File: config.mk
export PLATFORM = sky130hd
export DESIGN_NAME = ultrasonic_echo_ranger_unit
export DESIGN_NICKNAME = d
export VERILOG_FILES = /design/src/rtl/uer_pkg.sv /design/src/rtl/ultrasonic_echo_ranger_unit.sv
export SDC_FILE = /design/constraint.sdc
export NUM_CORES = 1
export LEC_CHECK = 0
export ABC_AREA = 1
export CAP_MARGIN = 20
export CORE_ASPECT_RATIO = 0.75
export CORE_UTILIZATION = 55
export CTS_BUF_LIST = sky130_fd_sc_hd__clkbuf_8
export CTS_CLUSTER_SIZE = 28
export DETAILED_ROUTE_END_ITERATION = 7
export DONT_BUFFER_PORTS = 1
export GPL_TIMING_DRIVEN = 0
export MAX_ROUTING_LAYER = met4
export PLACE_DENSITY = 0.7
export SKIP_CTS_REPAIR_TIMING = 1
export SYNTH_ARGS = -nofsm -noshare
export SYNTH_HDL_FRONTEND = slang
export SYNTH_SLANG_ARGS = --single-unit
File: constraint.sdc
create_clock -name aclk -period 7.55 [get_ports aclk]
set_input_delay 1.8875 -clock aclk [delete_from_list [all_inputs] [get_ports aclk]]
set_output_delay 1.8875 -clock aclk [all_outputs]
set_load 0.005 [all_outputs]
File: src/rtl/uer_pkg.sv
// Shared types and constants for the ultrasonic echo ranger.
package uer_pkg;

    // Tick counter width and the fixed conversion scale.
    localparam int TIMER_WIDTH = 16;
    localparam int SCALE_W     = 27;
    localparam logic [SCALE_W-1:0] SCALE_NUM = 27'd100000000;

    // Register field widths.
    localparam int TRIG_W = 8;
    localparam int EDIV_W = 16;
    localparam int CLK_W  = 26;
    localparam int MAXD_W = 15;
    localparam int DIST_W = 16;

    // Shared divider sizing: the widest dividend is the scaled quotient.
    localparam int DVD_W = TIMER_WIDTH + SCALE_W;
    localparam int DSR_W = CLK_W;
    localparam int CNT_W = $clog2(DVD_W + 1);

    // APB register map.
    localparam int PADDR_W = 4;
    localparam int PDATA_W = 32;

    typedef enum logic [1:0] {
        REG_TRIGGER_TICKS   = 2'd0,
        REG_ECHO_DIVISOR    = 2'd1,
        REG_CLOCK_HZ        = 2'd2,
        REG_MAX_DISTANCE_MM = 2'd3
    } cfg_reg_t;

    localparam logic [TRIG_W-1:0] TRIG_RESET = 8'd20;
    localparam logic [EDIV_W-1:0] EDIV_RESET = 16'd72;
    localparam logic [CLK_W-1:0]  CLK_RESET  = 26'd16000000;
    localparam logic [MAXD_W-1:0] MAXD_RESET = 15'd4000;

    // Input action codes.
    localparam logic ACT_TICK  = 1'b0;
    localparam logic ACT_START = 1'b1;

    // Measurement phase.
    typedef enum logic [3:0] {
        PH_IDLE      = 4'b0001,
        PH_TRIGGER   = 4'b0010,
        PH_WAIT_RISE = 4'b0100,
        PH_MEASURE   = 4'b1000
    } phase_t;

    // Sequencer of the shared divider.
    typedef enum logic [4:0] {
        SEQ_IDLE = 5'b00001,
        SEQ_DIV1 = 5'b00010,
        SEQ_MUL  = 5'b00100,
        SEQ_DIV2 = 5'b01000,
        SEQ_FIN  = 5'b10000
    } seq_t;

endpackage

File: src/rtl/ultrasonic_echo_ranger_unit.sv
// Ultrasonic echo ranger: trigger/echo phase tracking and distance conversion.
//
// Usage: every input word is either one prescaled timer tick (s_action low)
// carrying the sampled echo pin level, or a start request (s_action high).
// Every accepted word yields exactly one result word on the m_ channel with
// the trigger pin level, the busy flag, whether a start was taken, whether a
// measurement finished, and the last distance in millimeters (-1 for no echo
// within range or a counter wrap).
// Throughput: a word that does not end a measurement with an echo fall is
// answered in the result register in the cycle after acceptance, and such
// words can be taken every cycle while the receiver keeps up and the divider is free.
// A word on which the echo falls starts the distance conversion on a shared
// restoring divider, one quotient bit per cycle: the tick divide, the scale
// multiply, the clock divide and the range compare follow in that order
// before the result word appears; s_ready stays low meanwhile.
// Reset (aresetn low at a clock edge) returns the registers to their default
// values, the phase to idle and the stored distance to zero, and empties the
// result register. When the receiver stalls, the result word is held and no
// new input word is taken until the register is free or being emptied.
// Configuration goes through the APB port; pready is always high.
module ultrasonic_echo_ranger_unit (
    input  logic                          aclk,
    input  logic                          aresetn,
    // Input channel
    input  logic                          s_valid,
    output logic                          s_ready,
    input  logic                          s_action,
    input  logic                          s_echo_level,
    // Result channel
    output logic                          m_valid,
    input  logic                          m_ready,
    output logic                          m_trigger_level,
    output logic                          m_busy_res,
    output logic                          m_start_accepted,
    output logic                          m_done_res,
    output logic signed [uer_pkg::DIST_W-1:0] m_distance_mm,
    // Configuration port
    input  logic                          psel,
    input  logic                          penable,
    input  logic                          pwrite,
    input  logic [uer_pkg::PADDR_W-1:0]   paddr,
    input  logic [uer_pkg::PDATA_W-1:0]   pwdata,
    output logic [uer_pkg::PDATA_W-1:0]   prdata,
    output logic                          pready
);
    import uer_pkg::*;

    // Configuration registers.
    logic [TRIG_W-1:0] trig_ticks_reg;
    logic [EDIV_W-1:0] echo_div_reg;
    logic [CLK_W-1:0]  clock_hz_reg;
    logic [MAXD_W-1:0] max_dist_reg;

    // Measurement state.
    phase_t                 phase_reg, phase_next;
    logic [TRIG_W-1:0]      trig_cnt_reg, trig_cnt_next;
    logic [TIMER_WIDTH-1:0] elapsed_reg, elapsed_next;
    logic [DIST_W-1:0]      last_dist_reg, last_dist_next;

    // Shared divider and its sequencer.
    seq_t             seq_reg, seq_next;
    logic [DVD_W-1:0] dvd_reg, dvd_next;
    logic [DSR_W-1:0] rem_reg, rem_next;
    logic [DSR_W-1:0] dsr_reg, dsr_next;
    logic [CNT_W-1:0] cnt_reg, cnt_next;

    // Result register.
    logic              m_valid_reg, m_valid_next;
    logic              out_trig_reg, out_trig_next;
    logic              out_busy_reg, out_busy_next;
    logic              out_acc_reg, out_acc_next;
    logic              out_done_reg, out_done_next;
    logic [DIST_W-1:0] out_dist_reg, out_dist_next;

    logic             in_fire;
    logic             cfg_write;
    logic [DSR_W:0]   rem_shift;
    logic             rem_ge;
    logic [DSR_W-1:0] rem_sub;
    logic [EDIV_W-1:0] echo_div_eff;
    logic [CLK_W-1:0]  clock_hz_eff;
    logic             start_acc;
    logic             meas_done;
    logic             convert;
    logic             over_range;

    // ------------------------------------------------------------------
    // Configuration port
    // ------------------------------------------------------------------
    assign pready    = 1'b1;
    assign cfg_write = psel && penable && pwrite;

    always_ff @(posedge aclk) begin
        if (!aresetn) begin
            trig_ticks_reg <= TRIG_RESET;
            echo_div_reg   <= EDIV_RESET;
            clock_hz_reg   <= CLK_RESET;
            max_dist_reg   <= MAXD_RESET;
        end else if (cfg_write) begin
            unique case (cfg_reg_t'(paddr[3:2]))
                REG_TRIGGER_TICKS:   trig_ticks_reg <= pwdata[TRIG_W-1:0];
                REG_ECHO_DIVISOR:    echo_div_reg   <= pwdata[EDIV_W-1:0];
                REG_CLOCK_HZ:        clock_hz_reg   <= pwdata[CLK_W-1:0];
                REG_MAX_DISTANCE_MM: max_dist_reg   <= pwdata[MAXD_W-1:0];
                default: ;
            endcase
        end
    end

    always_comb begin
        unique case (cfg_reg_t'(paddr[3:2]))
            REG_TRIGGER_TICKS:   prdata = PDATA_W'(trig_ticks_reg);
            REG_ECHO_DIVISOR:    prdata = PDATA_W'(echo_div_reg);
            REG_CLOCK_HZ:        prdata = PDATA_W'(clock_hz_reg);
            REG_MAX_DISTANCE_MM: prdata = PDATA_W'(max_dist_reg);
            default:             prdata = '0;
        endcase
    end

    // A zero divisor behaves as one.
    assign echo_div_eff = (echo_div_reg == '0) ? EDIV_W'(1) : echo_div_reg;
    assign clock_hz_eff = (clock_hz_reg == '0) ? CLK_W'(1) : clock_hz_reg;

    // ------------------------------------------------------------------
    // Handshakes
    // ------------------------------------------------------------------
    // Words are taken only while the divider is free and the result register
    // is empty or being emptied in this cycle.
    assign s_ready = (seq_reg == SEQ_IDLE) && (!m_valid_reg || m_ready);
    assign in_fire = s_valid && s_ready;

    assign m_valid          = m_valid_reg;
    assign m_trigger_level  = out_trig_reg;
    assign m_busy_res       = out_busy_reg;
    assign m_start_accepted = out_acc_reg;
    assign m_done_res       = out_done_reg;
    assign m_distance_mm    = out_dist_reg;

    // ------------------------------------------------------------------
    // Restoring divide step: one quotient bit per cycle. The quotient bits
    // shift into the low end of the dividend register.
    // ------------------------------------------------------------------
    assign rem_shift = {rem_reg, dvd_reg[DVD_W-1]};
    assign rem_ge    = (rem_shift >= {1'b0, dsr_reg});
    assign rem_sub   = DSR_W'(rem_shift - {1'b0, dsr_reg});

    // The converted value is below 2^15 whenever it is in range.
    assign over_range = (dvd_reg > DVD_W'(max_dist_reg));

    // ------------------------------------------------------------------
    // Phase tracking and sequencer
    // ------------------------------------------------------------------
    always_comb begin
        phase_next     = phase_reg;
        trig_cnt_next  = trig_cnt_reg;
        elapsed_next   = elapsed_reg;
        last_dist_next = last_dist_reg;
        seq_next       = seq_reg;
        dvd_next       = dvd_reg;
        rem_next       = rem_reg;
        dsr_next       = dsr_reg;
        cnt_next       = cnt_reg;
        m_valid_next   = m_valid_reg;
        out_trig_next  = out_trig_reg;
        out_busy_next  = out_busy_reg;
        out_acc_next   = out_acc_reg;
        out_done_next  = out_done_reg;
        out_dist_next  = out_dist_reg;
        start_acc      = 1'b0;
        meas_done      = 1'b0;
        convert        = 1'b0;

        if (m_valid_reg && m_ready) begin
            m_valid_next = 1'b0;
        end

        unique case (seq_reg) inside
            SEQ_IDLE: begin
                if (in_fire) begin
                    if (s_action == ACT_START) begin
                        // A start is refused unless the block is idle.
                        if (phase_reg == PH_IDLE) begin
                            start_acc     = 1'b1;
                            phase_next    = PH_TRIGGER;
                            trig_cnt_next = trig_ticks_reg;
                            elapsed_next  = '0;
                        end
                    end else begin
                        unique case (phase_reg)
                            PH_TRIGGER: begin
                                // A pulse length of zero still gives one tick.
                                if (trig_cnt_reg <= TRIG_W'(1)) begin
                                    trig_cnt_next = '0;
                                    phase_next    = PH_WAIT_RISE;
                                end else begin
                                    trig_cnt_next = trig_cnt_reg - TRIG_W'(1);
                                end
                            end
                            PH_WAIT_RISE: begin
                                if (s_echo_level) begin
                                    elapsed_next = '0;
                                    phase_next   = PH_MEASURE;
                                end
                            end
                            PH_MEASURE: begin
                                if (s_echo_level) begin
                                    if (elapsed_reg == '1) begin
                                        elapsed_next   = '0;
                                        last_dist_next = '1;
                                        phase_next     = PH_IDLE;
                                        meas_done      = 1'b1;
                                    end else begin
                                        elapsed_next = elapsed_reg + TIMER_WIDTH'(1);
                                    end
                                end else begin
                                    convert    = 1'b1;
                                    phase_next = PH_IDLE;
                                end
                            end
                            default: ;
                        endcase
                    end

                    if (convert) begin
                        // Tick count goes in left-aligned for the first divide.
                        seq_next = SEQ_DIV1;
                        dvd_next = {elapsed_reg, {(DVD_W - TIMER_WIDTH){1'b0}}};
                        rem_next = '0;
                        dsr_next = DSR_W'(echo_div_eff);
                        cnt_next = CNT_W'(TIMER_WIDTH);
                    end else begin
                        m_valid_next  = 1'b1;
                        out_trig_next = (phase_next == PH_TRIGGER);
                        out_busy_next = (phase_next != PH_IDLE);
                        out_acc_next  = start_acc;
                        out_done_next = meas_done;
                        out_dist_next = last_dist_next;
                    end
                end
            end
            SEQ_DIV1, SEQ_DIV2: begin
                dvd_next = {dvd_reg[DVD_W-2:0], rem_ge};
                rem_next = rem_ge ? rem_sub : rem_shift[DSR_W-1:0];
                cnt_next = cnt_reg - CNT_W'(1);
                if (cnt_reg == CNT_W'(1)) begin
                    seq_next = (seq_reg == SEQ_DIV1) ? SEQ_MUL : SEQ_FIN;
                end
            end
            SEQ_MUL: begin
                // Scale the tick quotient, then divide by the clock rate.
                dvd_next = DVD_W'(dvd_reg[TIMER_WIDTH-1:0] * SCALE_NUM);
                rem_next = '0;
                dsr_next = clock_hz_eff;
                cnt_next = CNT_W'(DVD_W);
                seq_next = SEQ_DIV2;
            end
            SEQ_FIN: begin
                last_dist_next = over_range ? '1 : dvd_reg[DIST_W-1:0];
                seq_next       = SEQ_IDLE;
                m_valid_next   = 1'b1;
                out_trig_next  = 1'b0;
                out_busy_next  = 1'b0;
                out_acc_next   = 1'b0;
                out_done_next  = 1'b1;
                out_dist_next  = over_range ? '1 : dvd_reg[DIST_W-1:0];
            end
            default: seq_next = SEQ_IDLE;
        endcase
    end

    always_ff @(posedge aclk) begin
        if (!aresetn) begin
            phase_reg     <= PH_IDLE;
            trig_cnt_reg  <= '0;
            elapsed_reg   <= '0;
            last_dist_reg <= '0;
            seq_reg       <= SEQ_IDLE;
            m_valid_reg   <= 1'b0;
        end else begin
            phase_reg     <= phase_next;
            trig_cnt_reg  <= trig_cnt_next;
            elapsed_reg   <= elapsed_next;
            last_dist_reg <= last_dist_next;
            seq_reg       <= seq_next;
            m_valid_reg   <= m_valid_next;
        end
    end

    always_ff @(posedge aclk) begin
        dvd_reg      <= dvd_next;
        rem_reg      <= rem_next;
        dsr_reg      <= dsr_next;
        cnt_reg      <= cnt_next;
        out_trig_reg <= out_trig_next;
        out_busy_reg <= out_busy_next;
        out_acc_reg  <= out_acc_next;
        out_done_reg <= out_done_next;
        out_dist_reg <= out_dist_next;
    end

endmodule

# Word level (Yosys, flattened, before mapping)
# Index checks and enable logic that the tools add are counted.
# totals
regBits	236
latchBits	0
ramBits	0
mem_bits_ro	0
out_inout_bits	55
wordCells	155
mem_count	0
# op_classes
add_sub_neg	4
multipliers	1
div_mod_pow	0
n_lt_le_gt_ge	3
eq_ne	23
shift	0
muxes	77
bitwise	0
reduce_logical	28
# ops
cell	n
$mux W16	14
$mux W26	6
$pmux W43 S3	1
$pmux W32 S4	1
$pmux W16 S2	3
$mux W43	2
$pmux W26 S3	1
$pmux W26 S2	1
$gt A43 B15 Y1	1
$mul A16 B19 Y35 const B	1
$mux W4	8
$mux W8	4
$ge A27 B26 Y1	1
$logic_not A26 Y1	1
$sub A26 B26 Y26	1
$mux W1	22
$mux W5	4
$pmux W6 S3	1
$add A16 B1 Y16 const B	1
$eq A16 B16 Y1 const B	1
$logic_not A16 Y1	1
$pmux W5 S3	1
$mux W6	2
$pmux W4 S3	1
31 further kinds	56

# Logic depth before layout (Yosys ltp)
# depth
ltp_word	11
ltp_mapped	24
mapped_depth_nobuf	24

# Least setup slack after synthesis
# No wires, ideal clock.
# synth_timing
path_kind	input to register
from	input s_action
to	register cnt_reg[0], enable pin
arrival_time_ns	6.358
path_slack_ns	0.657
cell_stages	6
path_buffers	1
cell_sequence	inv_1 clkbuf_1 nand3_1 o21ai_1 inv_1 a21oi_1
# synth_between
elab_chain_len	5
# synth_lines
item	line_no	source
from (decl)	ultrasonic_echo_ranger_unit.sv:27	input logic s_action,
$mux W1	ultrasonic_echo_ranger_unit.sv:180	if (s_action == ACT_START) begin
$mux W1	ultrasonic_echo_ranger_unit.sv:179	if (in_fire) begin
$mux W1	ultrasonic_echo_ranger_unit.sv:177	unique case (seq_reg) inside
$ne A2 B1 Y1 (no source line)	n/a	
$reduce_and A3 Y1 (no source line)	n/a	
to (signal assigned)	ultrasonic_echo_ranger_unit.sv:293	cnt_reg <= cnt_next;
to (decl)	ultrasonic_echo_ranger_unit.sv:65	logic [CNT_W-1:0] cnt_reg, cnt_next;
# Every way passes these cells. The select of a mux whose other input is x is not followed.
# A chain may end at the register's enable or synchronous reset.

# Final worst setup path
# layout_timing
from	register dvd_reg[2]
to	register dvd_reg[24], data pin
# layout_between
elab_chain_len	2
# layout_lines
item	line_no	source
from (decl)	ultrasonic_echo_ranger_unit.sv:62	logic [DVD_W-1:0] dvd_reg, dvd_next;
from (signal assigned)	ultrasonic_echo_ranger_unit.sv:290	dvd_reg <= dvd_next;
$mul A16 B19 Y35	ultrasonic_echo_ranger_unit.sv:251	dvd_next = DVD_W'(dvd_reg[TIMER_WIDTH-1:0] * SCALE_NUM);
$pmux W43 S3	ultrasonic_echo_ranger_unit.sv:177	
named net dvd_next[24]	ultrasonic_echo_ranger_unit.sv:62	
# The timed path passes the listed nets, and every way through them passes these cells.

==> out/results.tsv <==
stage	metric	value	unit
clocking	number_of_buffers_on_the_longest_clock_path	3	
synth	synth_sequential_area_ratio	31.2	%
synth	synth-seq-cells	236	
clocking	clk_root_buffer_cell	clkbuf_8	
floorplanning	chipWidth	217	um
finish	final_common_cell	nand2_1	
route	drtPass1Iterations	5	
sta	slew_limit_fails	0	
route	post_drt_wl_per_cell	18.7	um
outcome	outcome	complete, no violations	
finish	n_antenna_cell	0	
finish	nNetsFinal	2838	
floorplanning	floorplan.die_area	0.0353	sq mm
clocking	cts_htree_levels	2	
clocking	cts_tree	built	
critical_path	worstPathMaxFanout	8	
critical_path	critical_path.cell_chain	fa_1 > inv_1 > fa_1 > inv_1 > fa_1 > fa_1 > fa_1 > inv_1 > fa_1 > inv_1 > ha_1 > a21oi_1 > o21ai_0 > nand3b_1 > o21ai_0 > o21ai_0	
finish	layout-drive-gt1-share	6.00	%
floorplanning	core_outline_area	0.0337	sq mm
sta	rsz_0062_raised_after_global_routing	no	
sta	slew-limit-headroom	41.2	%
sta	setup_viol	0	
route	drcViolationCount	0	
sta	max_slew.worst_pin.slew	882	ps
critical_path	worst_path_most_repeated_cell	fa_1	
sta	post-route-period-util	82.5	%
critical_path	reg2reg_depth	16	
critical_path	r2r_start	dvd_reg[2]$_DFFE_PP_	
synth	proportion_of_synthesized_flip_flops_having_asynchronous_set_or_reset	0	%
finish	area_growth	7.59	%
route	routed_wirelength	56200	um
place	port_buffers	0	
critical_path	start_to_end_type_of_the_worst_setup_path	reg -> reg	
synth	synth_enable_flop_cells	121	
critical_path	capturing_element_type_of_the_critical_path	flop	
critical_path	timing.reg2reg.setup_slack	1320	ps
clocking	clock_sink_count	236	
floorplanning	rows	58	
place	hpwlAfterDp	44700	um
route	number_of_nets_with_antenna_violations_after_routing	0	
place	finalWeightedCongestion	0.995	
critical_path	crit_path_buffers_inverters	4	
synth	area_of_the_mapped_netlist	0.0190	sq mm
synth	post_synth_inst_count	2470	
route	drt-vias-per-instance	5.53	
critical_path	worstSetupStartpoint	dvd_reg[2]$_DFFE_PP_	
route	dr.first_iter.drc_count	1624	
sta	period_minus_slack	6230	ps
sta	timing.fmax	0.161	GHz
critical_path	worstPathArrival	6490	ps
job	cap_violations	0	
grt	overflow	0	
critical_path	end_of_the_worst_register_to_register_path	dvd_reg[24]$_DFFE_PP_	
critical_path	critPathMaxStageDelay	810	ps
critical_path	start_kind	flop	
grt	largest_net_degree_at_the_start_of_global_routing	27	
finish	fill_count	3130	
clocking	clk_pin_slew_worst_paths	60	ps
route	detailroute.via_count	16600	
critical_path	cp_top_family	adder cells	
critical_path	cpMaxStageDelayCell	fa_1	
clocking	insertion_delay	570	ps
grt	global_route.usage.total	33.2	%
floorplanning	pin_count	100	
synth	synth.yosys.warnings	0	
clocking	numCtsBuffers	40	
synth	synth.lib_cells_used.distinct	60	
floorplanning	chipHeight	163	um
grt	antenna_violations_before_repair	0	
critical_path	critical_path_cell_count	16	
sta	timing_hold_violations_final	0	
critical_path	worst_setup_ep	dvd_reg[24]$_DFFE_PP_	
synth	synth_flop_cell	edfxtp_1	
synth	post_synth.cell_area_avg	7.70	sq um
critical_path	cp.required	7810	ps
sta	setup_tns	0	ps
finish	commonest_cells_after_routing_fill_and_taps_aside	nand2_1, inv_1, nor2_1, ha_1, o21ai_0	
finish	largest_register_ff_count	43	
sta	finalClockSkew	34.7	ps
hold_path	hold_path.class	reg -> reg	
grt	grt_pass1_wl	87200	um
floorplanning	start_util	56.3	%
grt	vias_in_the_first_global_route	15600	
-- per-layer routing --
metal / track usage (%) / vias up / wire length [um]
met4: 9.57 / 0 / 1460
met5: - / - / 0
met2: 45.7 / 710 / 22900
li1: - / 8003 / -
met1: 48.4 / 7817 / 26400
met3: 7.52 / 81 / 5420
-- area by class of cell --
cell class / instances / area (sq um) / area share (%)
plain buffers: 67 / 353 / 1.72
multi-input cells: 1706 / 11000 / 53.8
inverters: 466 / 1750 / 8.56
repair buffers: 4 / 82.6 / 0.404
flip-flops and latches: 236 / 5940 / 29.0
clock inverters: 29 / 159 / 0.777
well taps: 450 / 563 / 2.75
clock buffers: 44 / 606 / 2.96
-- synth_stat cells (11+ instances only) --
library cell	count	area [sq um]
nand3_1	107	536
nor2_2	15	93.8
inv_1	452	1700
o22ai_1	11	68.8
nand4_1	32	200
nor2_1	265	995
ha_1	163	2040
o21ai_1	15	75.1
a21oi_1	106	531
a21oi_2	11	96.3
xnor2_1	12	105
o211ai_1	17	128
dfxtp_1	115	2300
fa_1	109	2180
clkbuf_1	35	131
buf_2	15	75.1
xor2_1	11	96.3
nor3_1	21	105
nand3b_1	16	120
o21ai_0	127	636
edfxtp_1	121	3630
nand2_1	554	2080
-- worst min-delay path: stages, from the launching register on --
cell and delay (ps):
dfxtp_1 330, nand2_1 70, nand3_1 50
-- worst min-delay path by stage --
stage	start	endpoint	slack (ps)	cells after the start
floorplan	elapsed_reg[12]$_SDFFE_PN0P_	elapsed_reg[12]$_SDFFE_PN0P_	450	2
global placement	trig_cnt_reg[3]$_SDFFE_PN0P_	trig_cnt_reg[3]$_SDFFE_PN0P_	480	2
detailed placement	trig_cnt_reg[3]$_SDFFE_PN0P_	trig_cnt_reg[3]$_SDFFE_PN0P_	490	2
CTS	trig_cnt_reg[3]$_SDFFE_PN0P_	trig_cnt_reg[3]$_SDFFE_PN0P_	500	2
global route	trig_ticks_reg[2]$_SDFFE_PN1P_	trig_ticks_reg[2]$_SDFFE_PN1P_	520	2
finish	trig_ticks_reg[2]$_SDFFE_PN1P_	trig_ticks_reg[2]$_SDFFE_PN1P_	500	2
-- cells by family after synthesis --
| family | count (synthesis) | synth area share (%) |
|---|---|---|
| flip-flops | 236 | 31.2 |
| AND/OR/NAND/NOR | 1057 | 23.8 |
| XOR/XNOR | 23 | 1.06 |
| adder cells (fa/ha/maj) | 272 | 22.2 |
| buffers and inverters | 533 | 11.1 |
| AO/OA/AOI/OAI | 347 | 10.6 |
| other | 2 | 0.0395 |
-- per-stage QoR --
stage / hold slack, ps / worst slack (ps) / cells / instance area, sq um / util, %
6_report: 498 / 1320 / 3002 / 20500 / 60.6
5_1_grt: 525 / 961 / 3002 / 20500 / 60.6
4_1_cts: 503 / 1390 / 3002 / 20500 / 60.6
3_5_place_dp: 490 / 1400 / 2929 / 19700 / 58.4
3_3_place_gp: 482 / -1490 / 2925 / 19600 / 58.1
2_1_floorplan: 447 / 657 / 2475 / 19000 / -
Power is left out: the tool's default activity adds up to more than one toggle a clock period on the data nets, which glitch-free logic cannot reach.
